`src/hw/rtl/binary_scan_frame_deframer_unit_defines.svh`:
```
// Assertion macros shared by the deframer RTL.
`ifndef BINARY_SCAN_FRAME_DEFRAMER_UNIT_DEFINES_SVH
`define BINARY_SCAN_FRAME_DEFRAMER_UNIT_DEFINES_SVH

`ifndef NO_ASSERTIONS
// Checked on every clock edge; quiet while reset is asserted.
`define BSFD_ASSERT(lbl, prop, msg) \
  lbl: assert property (@(posedge clk_i) disable iff (!rst_ni) (prop)) else $error(msg);
// Checked on every clock edge, reset included.
`define BSFD_ASSERT_ALWAYS(lbl, prop, msg) \
  lbl: assert property (@(posedge clk_i) (prop)) else $error(msg);
`else
`define BSFD_ASSERT(lbl, prop, msg)
`define BSFD_ASSERT_ALWAYS(lbl, prop, msg)
`endif

`endif

```
`src/hw/rtl/bsfd_pkg.sv`:
```
// Types, codes and helpers of the binary scan frame deframer.
`default_nettype none

package bsfd_pkg;

  // Frame parser state, one-hot.
  typedef enum logic [3:0] {
    PH_IDLE    = 4'b0001,
    PH_HEADER  = 4'b0010,
    PH_RECORDS = 4'b0100,
    PH_DISCARD = 4'b1000
  } phase_e;

  typedef enum logic [1:0] {
    KIND_POINT = 2'd0,
    KIND_DONE  = 2'd1,
    KIND_ERROR = 2'd2
  } kind_e;

  // Input request operation (carried on tuser).
  localparam logic OP_DATA = 1'b0;
  localparam logic OP_ARM  = 1'b1;

  // Configuration register indexes.
  localparam logic [1:0] CFG_EXP_MASK   = 2'd0;
  localparam logic [1:0] CFG_EXP_POINTS = 2'd1;
  localparam logic [1:0] CFG_PROBE      = 2'd2;

  localparam logic [15:0] EXP_MASK_RST = 16'h0087;

  // Mask bits selecting record contents.
  localparam int unsigned MASK_FREQ = 0;
  localparam int unsigned MASK_S11  = 1;
  localparam int unsigned MASK_S21  = 2;

  localparam int unsigned OUT_W = 192;

  // Replace byte lane 'lane' of a 32-bit word.
  function automatic logic [31:0] put_byte(logic [31:0] word, logic [1:0] lane,
                                           logic [7:0] b);
    logic [31:0] res;
    res = word;
    unique case (lane)
      2'd0: res[7:0]   = b;
      2'd1: res[15:8]  = b;
      2'd2: res[23:16] = b;
      default: res[31:24] = b;
    endcase
    return res;
  endfunction

endpackage

`default_nettype wire

```
`src/hw/rtl/binary_scan_frame_deframer_unit.sv`:
```
// Binary scan reply deframer: byte stream in, point/status results out.
//
// Usage:
//   Slave stream: one request per reply byte. tuser = operation (0 data
//   byte, 1 arm for a new frame), tdata[7:0] = byte. An arm abandons any
//   frame in progress and waits for the 4-byte little-endian header
//   (mask, point count), which is compared with the configured request.
//   Master stream: at most one result per input request. tuser = result
//   kind (0 point, 1 frame done, 2 header mismatch), tlast ends the frame.
//   After a mismatch, bytes are dropped until the next arm.
//   Config port: cfg_we_i writes register cfg_index_i (0 expected mask,
//   1 expected points, 2 probe mode) with cfg_data_i; write only while idle.
// Timing:
//   A request waits in the input register, then parse logic writes its
//   result into the output register. Throughput 1 byte per cycle unless a
//   waiting result stalls the output.
// Reset: parser idle, bytes ignored until the first arm; registers take
//   mask 0x87, points 0, probe off.
// Stall: a result waits in the output register; the input register holds
//   one more byte, then s_axis_tready drops until the receiver takes it.
`default_nettype none

`include "binary_scan_frame_deframer_unit_defines.svh"

module binary_scan_frame_deframer_unit (
  input  wire logic         clk_i,
  input  wire logic         rst_ni,
  // slave byte stream
  input  wire logic         s_axis_tvalid,
  output      logic         s_axis_tready,
  input  wire logic [7:0]   s_axis_tdata,   // [7:0] byte_value
  input  wire logic         s_axis_tuser,   // [0] operation
  // master result stream
  output      logic         m_axis_tvalid,
  input  wire logic         m_axis_tready,
  // [31:0] freq_hz, [63:32] s11_re_bits, [95:64] s11_im_bits,
  // [127:96] s21_re_bits, [159:128] s21_im_bits,
  // [175:160] got_mask, [191:176] got_points
  output      logic [bsfd_pkg::OUT_W-1:0] m_axis_tdata,
  output      logic [1:0]   m_axis_tuser,   // [1:0] result_kind
  output      logic         m_axis_tlast,   // last
  // configuration write port
  input  wire logic         cfg_we_i,
  input  wire logic [1:0]   cfg_index_i,
  input  wire logic [15:0]  cfg_data_i
);

  // ---------------------------------------------------------------- config
  logic [15:0] exp_mask_q, exp_points_q;
  logic        probe_q;

  always_ff @(posedge clk_i or negedge rst_ni) begin
    if (!rst_ni) begin
      exp_mask_q   <= bsfd_pkg::EXP_MASK_RST;
      exp_points_q <= '0;
      probe_q      <= 1'b0;
    end else if (cfg_we_i) begin
      unique case (cfg_index_i)
        bsfd_pkg::CFG_EXP_MASK:   exp_mask_q   <= cfg_data_i;
        bsfd_pkg::CFG_EXP_POINTS: exp_points_q <= cfg_data_i;
        bsfd_pkg::CFG_PROBE:      probe_q      <= cfg_data_i[0];
        default: ;  // unmapped index, write dropped
      endcase
    end
  end

  // ---------------------------------------------------------- input stage
  logic       in_valid_q;
  logic       in_op_q;
  logic [7:0] in_byte_q;
  logic       out_valid_q;
  logic       advance;   // parse stage may hand over its request
  logic       proc;      // a request is parsed this cycle

  assign advance       = !out_valid_q || m_axis_tready;
  assign proc          = in_valid_q && advance;
  assign s_axis_tready = !in_valid_q || advance;

  always_ff @(posedge clk_i or negedge rst_ni) begin
    if (!rst_ni) begin
      in_valid_q <= 1'b0;
    end else if (s_axis_tready) begin
      in_valid_q <= s_axis_tvalid;
    end
  end

  always_ff @(posedge clk_i) begin
    if (s_axis_tvalid && s_axis_tready) begin
      in_op_q   <= s_axis_tuser;
      in_byte_q <= s_axis_tdata;
    end
  end

  // ----------------------------------------------------------- frame state
  bsfd_pkg::phase_e phase_q, phase_d;
  logic [4:0]  idx_q, idx_d;
  logic [31:0] hdr_q, hdr_d;
  logic [15:0] pts_q, pts_d;
  logic [31:0] freq_q, freq_d;
  logic [31:0] s11_re_q, s11_re_d, s11_im_q, s11_im_d;
  logic [31:0] s21_re_q, s21_re_d, s21_im_q, s21_im_d;

  logic [4:0]  rec_size;
  logic [4:0]  pos_a, pos_b;   // record offset past freq, past S11
  logic [31:0] hdr_full;
  logic        emit, with_data, last_d;
  bsfd_pkg::kind_e kind_d;

  // Record length in bytes from the received mask.
  assign rec_size = (hdr_q[bsfd_pkg::MASK_FREQ] ? 5'd4 : 5'd0)
                  + (hdr_q[bsfd_pkg::MASK_S11]  ? 5'd8 : 5'd0)
                  + (hdr_q[bsfd_pkg::MASK_S21]  ? 5'd8 : 5'd0);
  assign pos_a    = hdr_q[bsfd_pkg::MASK_FREQ] ? idx_q - 5'd4 : idx_q;
  assign pos_b    = hdr_q[bsfd_pkg::MASK_S11]  ? pos_a - 5'd8 : pos_a;
  assign hdr_full = {in_byte_q, hdr_q[23:0]};

  always_comb begin
    phase_d   = phase_q;
    idx_d     = idx_q;
    hdr_d     = hdr_q;
    pts_d     = pts_q;
    freq_d    = freq_q;
    s11_re_d  = s11_re_q;
    s11_im_d  = s11_im_q;
    s21_re_d  = s21_re_q;
    s21_im_d  = s21_im_q;
    emit      = 1'b0;
    with_data = 1'b0;
    last_d    = 1'b0;
    kind_d    = bsfd_pkg::KIND_POINT;

    if (proc) begin
      if (in_op_q == bsfd_pkg::OP_ARM) begin
        phase_d  = bsfd_pkg::PH_HEADER;
        idx_d    = '0;
        hdr_d    = '0;
        pts_d    = '0;
        freq_d   = '0;
        s11_re_d = '0;
        s11_im_d = '0;
        s21_re_d = '0;
        s21_im_d = '0;
      end else begin
        unique case (phase_q)
          bsfd_pkg::PH_HEADER: begin
            hdr_d = bsfd_pkg::put_byte(hdr_q, idx_q[1:0], in_byte_q);
            if (idx_q == 5'd3) begin
              idx_d  = '0;
              emit   = 1'b1;
              last_d = 1'b1;
              if (hdr_full[15:0] != exp_mask_q || hdr_full[31:16] != exp_points_q) begin
                phase_d = bsfd_pkg::PH_DISCARD;
                kind_d  = bsfd_pkg::KIND_ERROR;
              end else if (hdr_full[31:16] == 16'd0 || hdr_full[2:0] == 3'd0) begin
                // empty frame: nothing to parse
                phase_d = bsfd_pkg::PH_IDLE;
                kind_d  = bsfd_pkg::KIND_DONE;
              end else begin
                phase_d = bsfd_pkg::PH_RECORDS;
                pts_d   = hdr_full[31:16];
                emit    = 1'b0;
                last_d  = 1'b0;
              end
            end else begin
              idx_d = idx_q + 5'd1;
            end
          end
          bsfd_pkg::PH_RECORDS: begin
            // route the byte to its word by record offset
            if (hdr_q[bsfd_pkg::MASK_FREQ] && idx_q < 5'd4) begin
              freq_d = bsfd_pkg::put_byte(freq_q, idx_q[1:0], in_byte_q);
            end else if (hdr_q[bsfd_pkg::MASK_S11] && pos_a < 5'd8) begin
              if (pos_a[2]) s11_im_d = bsfd_pkg::put_byte(s11_im_q, idx_q[1:0], in_byte_q);
              else          s11_re_d = bsfd_pkg::put_byte(s11_re_q, idx_q[1:0], in_byte_q);
            end else if (hdr_q[bsfd_pkg::MASK_S21] && pos_b < 5'd8) begin
              if (pos_b[2]) s21_im_d = bsfd_pkg::put_byte(s21_im_q, idx_q[1:0], in_byte_q);
              else          s21_re_d = bsfd_pkg::put_byte(s21_re_q, idx_q[1:0], in_byte_q);
            end

            if (idx_q + 5'd1 == rec_size) begin
              idx_d = '0;
              pts_d = pts_q - 16'd1;
              if (pts_d == 16'd0) begin
                phase_d   = bsfd_pkg::PH_IDLE;
                emit      = 1'b1;
                last_d    = 1'b1;
                if (probe_q) kind_d = bsfd_pkg::KIND_DONE;
                with_data = !probe_q;
              end else if (!probe_q) begin
                emit      = 1'b1;
                with_data = 1'b1;
              end
            end else begin
              idx_d = idx_q + 5'd1;
            end
          end
          default: ;  // idle or discarding: byte dropped
        endcase
      end
    end
  end

  always_ff @(posedge clk_i or negedge rst_ni) begin
    if (!rst_ni) begin
      phase_q  <= bsfd_pkg::PH_IDLE;
      idx_q    <= '0;
      hdr_q    <= '0;
      pts_q    <= '0;
      freq_q   <= '0;
      s11_re_q <= '0;
      s11_im_q <= '0;
      s21_re_q <= '0;
      s21_im_q <= '0;
    end else begin
      phase_q  <= phase_d;
      idx_q    <= idx_d;
      hdr_q    <= hdr_d;
      pts_q    <= pts_d;
      freq_q   <= freq_d;
      s11_re_q <= s11_re_d;
      s11_im_q <= s11_im_d;
      s21_re_q <= s21_re_d;
      s21_im_q <= s21_im_d;
    end
  end

  // ---------------------------------------------------------- output stage
  logic [bsfd_pkg::OUT_W-1:0] out_data_q;
  logic [1:0]                 out_kind_q;
  logic                       out_last_q;

  always_ff @(posedge clk_i or negedge rst_ni) begin
    if (!rst_ni) begin
      out_valid_q <= 1'b0;
    end else if (emit) begin
      out_valid_q <= 1'b1;
    end else if (m_axis_tready) begin
      out_valid_q <= 1'b0;
    end
  end

  always_ff @(posedge clk_i) begin
    if (emit) begin
      out_kind_q <= kind_d;
      out_last_q <= last_d;
      out_data_q <= {hdr_d[31:16], hdr_d[15:0],
                     with_data ? s21_im_d : 32'd0,
                     with_data ? s21_re_d : 32'd0,
                     with_data ? s11_im_d : 32'd0,
                     with_data ? s11_re_d : 32'd0,
                     with_data ? freq_d   : 32'd0};
    end
  end

  assign m_axis_tvalid = out_valid_q;
  assign m_axis_tdata  = out_data_q;
  assign m_axis_tuser  = out_kind_q;
  assign m_axis_tlast  = out_last_q;

  // ------------------------------------------------------------ assertions
  `BSFD_ASSERT(a_hdr_idx,
    phase_q == bsfd_pkg::PH_HEADER |-> idx_q < 5'd4,
    "header index overrun")
  `BSFD_ASSERT(a_rec_idx,
    phase_q == bsfd_pkg::PH_RECORDS |-> (idx_q < rec_size && pts_q != 16'd0),
    "record index or count out of range")
  `BSFD_ASSERT(a_err_discard,
    emit && kind_d == bsfd_pkg::KIND_ERROR |=> phase_q == bsfd_pkg::PH_DISCARD,
    "mismatch did not enter discard")
  `BSFD_ASSERT_ALWAYS(a_status_last,
    out_valid_q && out_kind_q != bsfd_pkg::KIND_POINT |-> out_last_q,
    "status result without last")

endmodule

`default_nettype wire

```
`config.mk`:
```
export PLATFORM = sky130hd
export DESIGN_NAME = binary_scan_frame_deframer_unit
export DESIGN_NICKNAME = d
export VERILOG_FILES = /design/src/hw/rtl/bsfd_pkg.sv /design/src/hw/rtl/binary_scan_frame_deframer_unit.sv
export VERILOG_INCLUDE_DIRS = /design/src /design/src/hw/rtl
export SDC_FILE = /design/constraint.sdc
export NUM_CORES = 1
export LEC_CHECK = 0
export ABC_AREA = 1
export BUFFER_PORTS_ARGS = -buffer_cell sky130_fd_sc_hd__clkbuf_2
export CAP_MARGIN = 20
export CORE_MARGIN = 1
export CORE_UTILIZATION = 30
export CTS_CLUSTER_SIZE = 20
export DETAILED_ROUTE_END_ITERATION = 6
export HOLD_SLACK_MARGIN = 0.12
export MAX_ROUTING_LAYER = met4
export SLEW_MARGIN = 20
export SYNTH_ARGS = -nofsm -noshare
export SYNTH_HDL_FRONTEND = slang
export SYNTH_SLANG_ARGS = --single-unit
```
`constraint.sdc`:
```
create_clock -name clk_i -period 8.4 [get_ports clk_i]
set_clock_uncertainty 0.15 [all_clocks]
set_input_delay 0.42 -clock clk_i [delete_from_list [all_inputs] [get_ports clk_i]]
set_output_delay 0.42 -clock clk_i [all_outputs]
set_load 0.05 [all_outputs]
```
# Yosys cells after proc, flatten, opt, wreduce, memory -nomap -nowiden
# Index checks and enable logic that the tools add are counted.
[totals]
reg_bits = 456
latch_bits = 0
ram_bits = 0
rom_bits = 0
inputBits = 32
out_inout_bits = 197
elab_cells = 177
mem_count = 0
[classes]
addsub = 6
mul = 0
div_mod_pow = 0
order_cmp = 3
n_eq_ne = 15
shifts = 0
muxes = 105
bitwise_logic = 1
n_reduce_logical = 27
[op_table]
columns = ["operator", "n"]
rows = [
  ["2-to-1 mux 32 bit", 33],
  ["2-to-1 mux 8 bit", 24],
  ["2-to-1 mux 16 bit", 5],
  ["logical NOT 16 bit", 2],
  ["!= test 16 bit", 2],
  ["one-hot mux 16 bit (2 select lines)", 1],
  ["2-to-1 mux 4 bit", 7],
  ["2-to-1 mux 5 bit", 5],
  ["2-to-1 mux 1 bit", 21],
  ["subtractor 16 x 1 -> 16 bit, second input constant", 1],
  ["!= test 3 bit, second input constant", 5],
  ["less-than comparator 5 x 4 -> 1 bit, second input constant", 2],
  ["one-hot mux 5 bit (2 select lines)", 1],
  ["one-hot mux 4 bit (2 select lines)", 1],
  ["AND reduction 2 bit", 4],
  ["2-to-1 mux 3 bit", 2],
  ["AND reduction 6 bit", 1],
  ["adder 3 x 4 -> 5 bit", 1],
  ["adder 5 x 1 -> 5 bit, second input constant", 1],
  ["adder 5 x 4 -> 5 bit", 1],
  ["equality test 5 x 2 -> 1 bit, second input constant", 1],
  ["equality test 5 bit", 1],
  ["logical AND 1 bit", 5],
  ["less-than comparator 5 x 3 -> 1 bit, second input constant", 1],
  ["19 further kinds", 29],
]

# Logic depth before layout (Yosys ltp)
# Gate-level depths: netlist (run 1).
[logic_depth]
ltp_word = 12
ltp_mapped = 16
mapped_depth_nobuf = 15

# Worst setup path after synthesis (run 1)
# Ideal clock, no wire load.
[synth_timing]
path_kind = "reg-to-reg"
from = "register pts_q[0]"
to = "register out_data_q, in the netlist m_axis_tdata[0] (enable)"
setup_time_ns = 0.563
t_arrival_ns = 5.848
required_time_ns = 7.687
slack_ns = 1.839
path_stages_with_launch = 15
path_buffers = 0
synth_period_minus_slack_ns = 6.561
cell_sequence = "dfrtp_1 -> inv_1 -> ha_1 -> nand2_1 -> nor2_1 -> nand2_1 -> nand2_1 -> nand2_1 -> nor2_1 -> nand2_1 -> nor2_1 -> nand3_1 -> nand2_1 -> nand2_1 -> nand2_1"
[synth_via]
elab_chain_cells = 7
[synth_rtl]
columns = ["element", "line_no", "rtl"]
rows = [
  ["start: declaration", "binary_scan_frame_deframer_unit.sv:98", "logic [15:0] pts_q, pts_d;"],
  ["start signal: assignment", "binary_scan_frame_deframer_unit.sv:218", "pts_q <= pts_d;"],
  ["subtractor 16 x 1 -> 16 bit", "binary_scan_frame_deframer_unit.sv:182", "pts_d = pts_q - 16'd1;"],
  ["logical NOT 16 bit", "binary_scan_frame_deframer_unit.sv:183", "if (pts_d == 16'd0) begin"],
  ["2-to-1 mux 1 bit", "binary_scan_frame_deframer_unit.sv:183", ""],
  ["2-to-1 mux 1 bit", "binary_scan_frame_deframer_unit.sv:180", "if (idx_q + 5'd1 == rec_size) begin"],
  ["one-hot mux 1 bit (2 select lines)", "binary_scan_frame_deframer_unit.sv:144", "unique case (phase_q)"],
  ["2-to-1 mux 1 bit", "binary_scan_frame_deframer_unit.sv:133", "if (in_op_q == bsfd_pkg::OP_ARM) begin"],
  ["2-to-1 mux 1 bit", "binary_scan_frame_deframer_unit.sv:132", "if (proc) begin"],
  ["via emit", "binary_scan_frame_deframer_unit.sv:106", "logic emit, with_data, last_d;"],
  ["end signal: assignment", "binary_scan_frame_deframer_unit.sv:246", "out_data_q <= {hdr_d[31:16], hdr_d[15:0],"],
  ["end: declaration", "binary_scan_frame_deframer_unit.sv:228", "logic [bsfd_pkg::OUT_W-1:0] out_data_q;"],
]
# The timed path passes the listed nets, and every way through them passes these cells.
# A chain may end at the register's enable or synchronous reset.

# Final worst setup path (run 1)
[layout_timing]
from = "register idx_q[3]"
to = "register out_data_q, in the netlist m_axis_tdata[129] (data pin)"
[layout_via]
elab_chain_cells = 12
elab_cells_between_ends = 22
classes_between = "add/sub: 3; order compare: 3; eq/ne: 1; mux: 12; reduce/logical: 3"
[layout_rtl]
columns = ["element", "line_no", "rtl"]
rows = [
  ["start: declaration", "binary_scan_frame_deframer_unit.sv:96", "logic [4:0] idx_q, idx_d;"],
  ["start signal: assignment", "binary_scan_frame_deframer_unit.sv:216", "idx_q <= idx_d;"],
  ["subtractor 5 x 3 -> 5 bit", "binary_scan_frame_deframer_unit.sv:113", "assign pos_a = hdr_q[bsfd_pkg::MASK_FREQ] ? idx_q - 5'd4 : idx_q;"],
  ["2-to-1 mux 5 bit", "binary_scan_frame_deframer_unit.sv:113", ""],
  ["subtractor 5 x 4 -> 5 bit", "binary_scan_frame_deframer_unit.sv:114", "assign pos_b = hdr_q[bsfd_pkg::MASK_S11] ? pos_a - 5'd8 : pos_a;"],
  ["2-to-1 mux 5 bit", "binary_scan_frame_deframer_unit.sv:114", ""],
  ["less-than comparator 5 x 4 -> 1 bit", "binary_scan_frame_deframer_unit.sv:175", "end else if (hdr_q[bsfd_pkg::MASK_S21] && pos_b < 5'd8) begin"],
  ["logical AND 1 bit", "binary_scan_frame_deframer_unit.sv:175", ""],
  ["2-to-1 mux 32 bit", "binary_scan_frame_deframer_unit.sv:175", ""],
  ["2-to-1 mux 32 bit", "binary_scan_frame_deframer_unit.sv:172", "end else if (hdr_q[bsfd_pkg::MASK_S11] && pos_a < 5'd8) begin"],
  ["2-to-1 mux 32 bit", "binary_scan_frame_deframer_unit.sv:170", "if (hdr_q[bsfd_pkg::MASK_FREQ] && idx_q < 5'd4) begin"],
  ["2-to-1 mux 32 bit", "binary_scan_frame_deframer_unit.sv:144", ""],
  ["2-to-1 mux 32 bit", "binary_scan_frame_deframer_unit.sv:133", ""],
  ["2-to-1 mux 32 bit", "binary_scan_frame_deframer_unit.sv:132", ""],
]
# Parallel ways exist; a longest one is shown, timed or not.

==> impl_metrics.csv, run 1 <==
group,metric,value,unit
setup_path,r2r_start,"idx_q[3]",
logic_synthesis,synth-edff-count,204,
logic_synthesis,syn_inst,1986,
route,routed_wirelength,57190,um
global_route,grt_pass1_vias,14760,
global_route,grt_max_degree,112,
route,ant_nets,0,
logic_synthesis,synth.most_common_cell,"nand2_1",
cts,cts_tree,"done",
setup_path,critPathCaptureType,"register",
timing,hold_violations,0,
die,fp.coreArea,64580,um^2
global_route,grt_overflow,0,
layout,seq_area,12440,um^2
placed_design,io_buffers,228,
layout,fin_nets,2282,
layout,antennaDiodeCount,0,
timing,rsz0062_at_grt,"false",
layout,final_cells,3136,
timing,fin_tns_setup,0,ps
logic_synthesis,synthDistinctLibCells,44,
timing,period_needed,4227,ps
timing,worstMarginPinSlew,1005,ps
die,io_pins,229,
logic_synthesis,synth_flop_cell,"dfrtp_1",
timing,setup_violations,0,
power_and_ir_drop,peakVddDrop,160.0,uV
die,die_h,257.8,um
logic_synthesis,avgSynthCellArea,9.887,um^2
hold_path,min_from,"freq_q[16]",
logic_synthesis,yosys.area.top_type_share,31.48,%
global_route,grt_pass1_wl,87020,um
setup_path,r2r_end,"m_axis_tdata[129]",
die,rows,93,
timing,max_slew_margin,32.99,%
route,viasPerCell,4.797,
cts,clock_tree.htree_level_count,2,
cts,cts.sinks,456,
logic_synthesis,synthTopCellsByArea,"dfrtp_1, edfxtp_1, nand2_1",
placed_design,dp_hpwl,37330,um
hold_path,holdPathStages,2,
logic_synthesis,synth_area_leader_cell,"dfrtp_1",
logic_synthesis,synth_area,19640,um^2
logic_synthesis,ys_top_cells_by_count,"nand2_1, dfrtp_1, inv_1",
job,cap_viol_max_count,0,
cts,cts-root-buf,"clkbuf_16",
cts,clockBufferDepth,3,
global_route,antenna_found_initial,0,
logic_synthesis,yosys_register_bits,456,
setup_path,worstPathRequired,8690,ps
timing,period_share,50.32,%
setup_path,critPathKind,"reg -> reg",
route,drc,0,
route,drt-initial-drc-count,1280,
run_status,status,"finished, final reports clean",
die,dieWidth,257.8,um
power_and_ir_drop,p_leak,10.15,nW
setup_path,rrSetupSlack,4170,ps
setup_path,arrival,4510,ps
route,first_pass_iters,7,
placed_design,place_congestion,0.8528,
logic_synthesis,yosysWarnings,0,
hold_path,hold_end,"freq_q[16]",
setup_path,critPathLaunchType,"register",
timing,fmax,236.6,MHz
route,vias,15040,
cts,clk_pin_slew,60,ps
power_and_ir_drop,power_density,224.9,nW/um^2
global_route,grt_use_total,17.52,%
cts,postCtsSetupRepairBufs,0,
setup_path,worstRegToRegCells,15,
cts,post_cts_resized,0,
setup_path,crit_fanout,36,
layout,drive_above_1_share,17.05,%
logic_synthesis,yosysSeqAreaShare,63.34,%
route,wl_per_cell,18.24,um
die,dieArea,66480,um^2
cts,clk_latency,600,ps
power_and_ir_drop,p_total,5.329,mW
layout,num-fill-cells,6416,
logic_synthesis,syn-num-nets,2028,
layout,multi_input_area,5911,um^2
placed_design,placedCellCount,3011,
logic_synthesis,synth-async-reset-ratio,55.26,%
timing,maxSlewViolCount,0,
layout,area_growth,20.68,%
hold_path,holdCritPathClass,"reg -> reg",
cts,cts-buffers-inserted,49,
die,start_util,30.41,%
==> sequential cells by signal (all words and copies together), names as in the netlist, 2 cells and up <==
name,flops
hdr_q,32
exp_mask_q,16
s21_re_q,32
s11_re_q,32
m_axis_tdata,192
s21_im_q,32
freq_q,32
pts_q,16
m_axis_tuser,2
idx_q,5
phase_q,4
s11_im_q,32
in_byte_q,8
exp_points_q,16
==> repair_timing <==
item                                   in CTS  in global routing
hold buffers                               32                  0
endpoints found under the hold margin     153                  0
setup endpoints to repair                   0                  0
==> logic make-up after synthesis <==
kind of cell,after synthesis,synth area share (%)
simple gates,790,17.55
flops,456,63.34
compound gates,370,10.55
buf+inv,334,6.760
xor+xnor,26,1.160
fa+ha+maj,10,0.6372
==> layout by cell type (no fill, tap or decap), types with 15 or more instances in the layout <==
master,count
nand2_1,394
buf_4,15
clkbuf_2,227
dfrtp_1,247
nor2_1,174
o22ai_1,47
clkbuf_16,49
a21oi_1,81
a22oi_1,32
edfxtp_1,204
o21ai_0,182
and2_1,53
nand3_1,104
xnor2_1,22
dlygate4sd3_1,32
inv_1,243
==> per-layer routing <==
layer | share of wire, % | global-route usage (%)
met4 | 2.6 | 5.556
met2 | 47 | 27.59
met3 | 5.9 | 2.984
met1 | 45 | 22.98
met5 | 0 | -
==> through the flow <==
stage	util [%]	worst slack, ps	cell area (um^2)	hold slack, ps
after floorplan	-	1839	19640	-25.59
after global placement	33.53	4054	21650	314.9
after detailed placement	33.53	3901	21650	319.1
after CTS	36.62	3805	23650	337.1
after global routing	36.69	3848	23700	343.5
final	36.69	4173	23700	334.7
==> report_power, final <==
part	total (mW)	internal [mW]	switching (mW)
combinational	0.583	0.178	0.405
sequential	2.47	2.39	0.0785
clock	2.27	1.35	0.927
==> how the worst max path moves through the flow <==
stage	start	to	slack [ps]	cells past startpoint
floorplan	pts_q[0]	m_axis_tdata[0]	1840	14
global route	idx_q[3]	m_axis_tdata[129]	3850	15
global placement	idx_q[2]	m_axis_tdata[135]	4050	15
detailed placement	idx_q[3]	m_axis_tdata[129]	3900	15
finish	idx_q[3]	m_axis_tdata[129]	4170	15
CTS	idx_q[3]	m_axis_tdata[153]	3810	15
==> worst max-delay path: stages (launching register included) <==
cell and delay, ps:
dfrtp_1 420, inv_1 170, ha_1 240, nand2_1 90, xor2_1 320, inv_1 90, ha_1 200, nand2_2 80
nand2_1 50, nor2_1 310, nand2_2 440, inv_2 700, nand2_1 420, nand2_1 140, nand2_1 90, nor2_1 100
==> final cells by class <==
type / instances / area share (%)
timing repair buffer: 277 / 6.848
multi-input combinational: 1196 / 24.94
clock buffer: 60 / 5.433
sequential: 456 / 52.49
clock inverter: 32 / 1.658
tap: 855 / 4.514
inverter: 260 / 4.118
Power figures use the tool's default switching activity.
==> inputs of run 2 (changes only) <==
- ABC_AREA: 1 -> 0
- clock period: 8.4 -> 4.05 ns (I/O delays scaled with it)
==> run 2 against run 1 <==
Power rose by 110%. Core utilization up 0.68 points. Routed wire length is 7.0% lower. Sequential power is 110% higher. Combinational power is 92% higher. Non-clock buffer count is 29 higher. Via count decreased by 15%. Global-route usage is 0.37 points lower. Final cell count decreased by 17%. Hold slack worse by 150 ps. Critical path type unchanged. Critical endpoint is now pts_q[1]. Largest power group unchanged.
==> impl_metrics.csv, run 2 <==
group,metric,value,unit
timing,maxSlewViolCount,0,
timing,rsz0062_at_grt,"false",
timing,period_share,84.78,%
setup_path,critPathLaunchType,"register",
logic_synthesis,synthAdderAreaFrac,0.6631,%
die,rows,91,
power_and_ir_drop,power_density,473.1,nW/um^2
cts,post_cts_resized,0,
setup_path,critPathKind,"reg -> reg",
run_status,status,"finished, final reports clean",
logic_synthesis,synth-async-reset-ratio,55.26,%
global_route,grt_use_total,17.15,%
hold_path,hold_end,"in_op_q",
logic_synthesis,yosys_register_bits,456,
layout,mostFrequentLayoutCells,"dfrtp_1, clkbuf_2, edfxtp_1, nor2b_1, nand2_1",
global_route,grt_pass1_vias,12910,
layout,area_growth,22.69,%
hold_path,holdCritPathClass,"in -> reg",
timing,hold_violations,0,
die,dieArea,63900,um^2
logic_synthesis,synth_xor_area_share,1.943,%
route,ant_nets,0,
power_and_ir_drop,p_total,10.95,mW
route,vias,12740,
placed_design,placedCellCount,2460,
die,die_h,252.8,um
setup_path,r2r_start,"phase_q[3]",
cts,cts-buffers-inserted,50,
setup_path,max_stage_delay,840,ps
layout,layout_commonest_cell,"dfrtp_1",
placed_design,place_congestion,0.8724,
setup_path,worstRegToRegCells,6,
route,wl_per_cell,20.54,um
setup_path,critPathTopFamily,"simple AND/OR/NAND/NOR gates",
die,start_util,30.46,%
cts,clockBufferDepth,3,
cts,clk_pin_slew,60,ps
cts,cts-root-buf,"clkbuf_16",
logic_synthesis,synthDistinctLibCells,70,
setup_path,crit_fanout,16,
timing,fmax,291.2,MHz
timing,worstMarginPinSlew,950.6,ps
die,io_pins,229,
timing,worst_slack,616.3,ps
die,fp.coreArea,61940,um^2
placed_design,io_buffers,228,
hold_path,holdPathStages,2,
die,dieWidth,252.8,um
logic_synthesis,synthTopCellsByArea,"dfrtp_1, edfxtp_1, a22o_1",
setup_path,crit_chain,"nor4b_2 -> buf_4 -> nand2_1 -> o221ai_2 -> or2_1 -> mux2i_1",
power_and_ir_drop,peakVddDrop,265.3,uV
setup_path,cp_slowest_cell,"nor4b_2",
layout,fin_area,23150,um^2
setup_path,rrSetupSlack,620,ps
layout,drive_above_1_share,23.81,%
logic_synthesis,yosysSeqAreaShare,65.92,%
timing,max_slew_margin,36.44,%
logic_synthesis,synth_top_family_by_area,"simple AND/OR/NAND/NOR gates",
route,drt-initial-drc-count,887,
timing,period_needed,3434,ps
logic_synthesis,yosys.area.top_type_share,32.76,%
global_route,grt_overflow,0,
logic_synthesis,ys_top_cells_by_count,"dfrtp_1, edfxtp_1, nor2b_1",
setup_path,r2r_end,"pts_q[1]",
logic_synthesis,synth-edff-count,204,
cts,postCtsSetupRepairBufs,0,
power_and_ir_drop,p_leak,10.04,nW
logic_synthesis,synth_flop_cell,"dfrtp_1",
setup_path,path_buf_inv,1,
logic_synthesis,syn_inst,1448,
route,routed_wirelength,53180,um
route,viasPerCell,4.921,
cts,cts.sinks,456,
setup_path,worstPathRequired,4400,ps
placed_design,dp_slack,702.8,ps
timing,setup_violations,0,
layout,fin_nets,1753,
logic_synthesis,synth_compound_gate_area_share,12.00,%
logic_synthesis,synth.most_common_cell,"dfrtp_1",
global_route,antenna_found_initial,0,
layout,final_cells,2589,
setup_path,arrival,3790,ps
layout,largest_reg_flops,192,
logic_synthesis,synth-simple-area-share,13.81,%
cts,cts.hold.buffers_added,34,
logic_synthesis,synth_area_leader_cell,"dfrtp_1",
logic_synthesis,synth_area,18870,um^2
hold_path,min_from,"s_axis_tuser",
job,cap_viol_max_count,0,
logic_synthesis,synthMuxAreaShare,3.296,%
global_route,grt_max_degree,162,
route,drc,0,
setup_path,critPathCaptureType,"register",
cts,clock_tree.htree_level_count,2,
placed_design,place_area,21100,um^2
placed_design,dp_hpwl,34650,um
logic_synthesis,syn-num-nets,1490,
global_route,grt_pass1_wl,80760,um
cts,clk_latency,590,ps
logic_synthesis,avgSynthCellArea,13.03,um^2
route,first_pass_iters,5,
cts,cts_tree,"done",
logic_synthesis,yosysWarnings,0,
==> run 2: cell types whose count changed after synthesis, sizes merged, moves of 36 or more <==
| cell | previous run | this run |
|---|---|---|
| a22o | 0 | 128 |
| and2 | 53 | 17 |
| inv | 251 | 11 |
| nand2 | 403 | 141 |
| nand3 | 107 | 17 |
| nor2 | 188 | 30 |
| nor2b | 0 | 162 |
| o21ai | 199 | 47 |
| o22ai | 47 | 1 |
==> run 2: layout make-up <==
cell class              count  area [um^2]
fillers                  5990        38790
flip-flops and latches    456        12440
multi-input cells         886         6057
repair buffers            306         1894
clock buffers              65         1358
well taps                 837         1047
clock inverters            27        309.0
inverters                  11        43.79
diodes                      1        2.502
==> run 2: cells by family (layout without fill, tap and decap cells) <==
| group | count (synthesis) | in the layout |
|---|---|---|
| and+or+nand+nor | 467 | 467 |
| DFF | 456 | 456 |
| AOI/OAI and AO/OA | 310 | 310 |
| buffers and inverters | 106 | 409 |
| muxes | 58 | 58 |
| xor gates and xnor gates | 41 | 41 |
| adders and majority gates | 10 | 10 |
| other | 0 | 1 |
==> run 2: worst max-delay path by stage <==
stage,cells past startpoint,to,from
floorplan,10,m_axis_tdata[0],pts_q[0]
global placement,6,pts_q[1],phase_q[3]
detailed placement,6,pts_q[2],phase_q[3]
CTS,6,pts_q[1],phase_q[3]
global route,11,m_axis_tdata[120],idx_q[2]
finish,6,pts_q[1],phase_q[3]
==> run 2: metal layers <==
layer	GRT usage, %	wire length, um	vias to the layer above
li1	-	-	5829
met1	22.39	23690	6435
met2	27.28	25520	389
met3	3.495	2962	88
met4	4.190	1008	0
met5	-	0	-
==> run 2: through the flow <==
| step | hold slack [ps] | TNS, ps | utilization (%) |
|---|---|---|---|
| floorplan | -243.1 | -330480 | - |
| detailed placement | 231.2 | 0 | 34.07 |
| global placement | 232.9 | 0 | 34.07 |
| global route | 170.8 | 0 | 37.37 |
| finish | 185.8 | 0 | 37.37 |
| CTS | 140.5 | 0 | 37.31 |
==> run 2: power by group <==
group	switching, mW	total [mW]	internal (mW)
logic	0.714	1.12	0.409
registers	0.200	5.19	4.99
clock network	1.89	4.64	2.75
total	2.81	11.0	8.15
==> run 2: worst register-to-register path, stage by stage (launching register included) <==
cell and delay, ps:
dfrtp_1 450, nor4b_2 840, buf_4 300, nand2_1 100, o221ai_2 690, or2_1 590, mux2i_1 250
==> inputs of run 3 (changes only) <==
- clock period: 4.05 -> 3 ns (I/O delays scaled with it)
==> run 3 against run 2 <==
First-iteration DRC count shrank 3.9%. Sequential cell count is the same. Combinational power grew 63%. Core utilization grew 2.0 points. Register-to-register slack lost 610 ps. Final area grew 5.4%. Die area is the same. Sequential power grew 34%. Critical endpoint is now m_axis_tdata[167]. Highest routed layer unchanged.
==> impl_metrics.csv, run 3 (synthesis results as in run 2) <==
group,metric,value,unit
die,io_pins,229,
run_status,status,"finished, final reports clean",
timing,rsz0062_at_grt,"true",
timing,max_slew_margin,27.48,%
die,die_h,252.8,um
route,vias,13250,
placed_design,place_congestion,0.8480,
timing,fin_tns_setup,0,ps
power_and_ir_drop,power_density,626.4,nW/um^2
route,viasPerCell,4.953,
layout,fin_nets,1841,
layout,layout_commonest_cell,"dfrtp_1",
die,dieWidth,252.8,um
cts,clk_latency,590,ps
die,start_util,30.46,%
layout,antennaDiodeCount,0,
setup_path,critPathCaptureType,"register",
die,fp.coreArea,61940,um^2
route,ant_nets,0,
route,wl_per_cell,20.96,um
route,drc,0,
cts,clockBufferDepth,3,
timing,maxSlewViolCount,0,
global_route,grt_pass1_wl,82470,um
power_and_ir_drop,p_leak,10.62,nW
setup_path,critPathKind,"reg -> reg",
setup_path,critPathLaunchType,"register",
placed_design,dp_hpwl,36160,um
cts,cts_tree,"done",
timing,setup_violations,0,
timing,worstMarginPinSlew,1084,ps
timing,period_needed,2998,ps
placed_design,io_buffers,228,
timing,hold_violations,0,
global_route,grt_use_total,17.52,%
placed_design,place_area,21700,um^2
timing,period_share,99.93,%
layout,area_growth,29.35,%
placed_design,dp_slack,-104.2,ps
power_and_ir_drop,p_total,15.29,mW
global_route,grt_overflow,0,
timing,fmax,333.6,MHz
layout,mostFrequentLayoutCells,"dfrtp_1, clkbuf_2, edfxtp_1, nor2b_1, nand2_1",
setup_path,worstPathRequired,3150,ps
global_route,antenna_found_initial,0,
route,first_pass_iters,5,
timing,worst_slack,2.153,ps
route,drt-initial-drc-count,852,
die,dieArea,63900,um^2
cts,clk_pin_slew,60,ps
cts,cts-buffers-inserted,49,
global_route,grt_pass1_vias,13250,
cts,clock_tree.htree_level_count,2,
hold_path,holdCritPathClass,"in -> reg",
layout,drive_above_1_share,28.93,%
job,cap_viol_max_count,0,
layout,largest_reg_flops,192,
route,routed_wirelength,56090,um
setup_path,crit_fanout,7,
die,rows,91,
cts,cts-root-buf,"clkbuf_16",
setup_path,arrival,3150,ps
power_and_ir_drop,peakVddDrop,380.2,uV
layout,fin_area,24410,um^2
timing,timing.hold.ws,221.3,ps
global_route,grt_max_degree,103,
cts,cts.sinks,456,
## run 3: cell count changes in the layout (fill, tap and decap cells not counted), moves of 6 or more
cell,before,now
buf_4,38,89
nand2_1,139,129
nand2_2,1,11
buf_12,4,12
buf_6,0,8
clkbuf_16,50,58
dlygate4sd3_1,35,43
a31oi_1,15,9
## run 3: what timing repair did
item	in CTS	in global routing
gates cloned	0	10
setup buffers	1	8
hold buffers	43	0
setup endpoints to repair	51	301
pin swaps	1	12
resized for setup	3	66
endpoints found under the hold margin	307	0
## run 3: through the flow
stage	utilization, %	std cells
3_3_place_gp	35.04	2523
6_report	39.40	2676
5_1_grt	39.40	2676
4_1_cts	38.57	2658
2_1_floorplan	-	1448
3_5_place_dp	35.04	2523
## run 3: routing by layer
layer,GRT usage (%),wire length (um)
met5,-,0
met3,2.981,2752
met1,23.14,24890
met4,4.727,1153
met2,27.79,27290
## run 3: critical path: stages, from the launching register on
cell and delay [ps]:
dfrtp_1 400, inv_2 90, ha_4 130, or3b_4 450
nor4b_4 260, a221o_1 160, o2111a_2 250, a31oi_4 100
o21ai_4 210, buf_6 160, buf_12 170, clkbuf_16 170
## run 3: final timing paths
check	start	to	slack (ps)	depth (start not counted)
worst max-delay path	pts_q[1]	m_axis_tdata[167]	2	11
worst min-delay path	cfg_data_i[11]	exp_mask_q[11]	220	3
worst max register to register	pts_q[1]	m_axis_tdata[167]	2	11
worst min register to register	s21_im_q[5]	s21_im_q[5]	340	2
max in group asynchronous	rst_ni	s11_im_q[21]	1300	4
min in group asynchronous	rst_ni	hdr_q[3]	580	3
## run 3: area by class of cell
class                           count  area (um^2)
Fill cell                        5911        37530
Sequential cell                   456        12440
Multi-Input combinational cell    887         6257
Timing Repair Buffer              394         2885
Clock buffer                       69         1374
Tap cell                          837         1047
Clock inverter                     22        359.1
Inverter                           11        43.79
## run 3: power breakdown
part / switching, mW / internal, mW
clock network: 2.53 / 3.98
registers: 0.227 / 6.73
logic: 1.11 / 0.708
total: 3.87 / 11.4
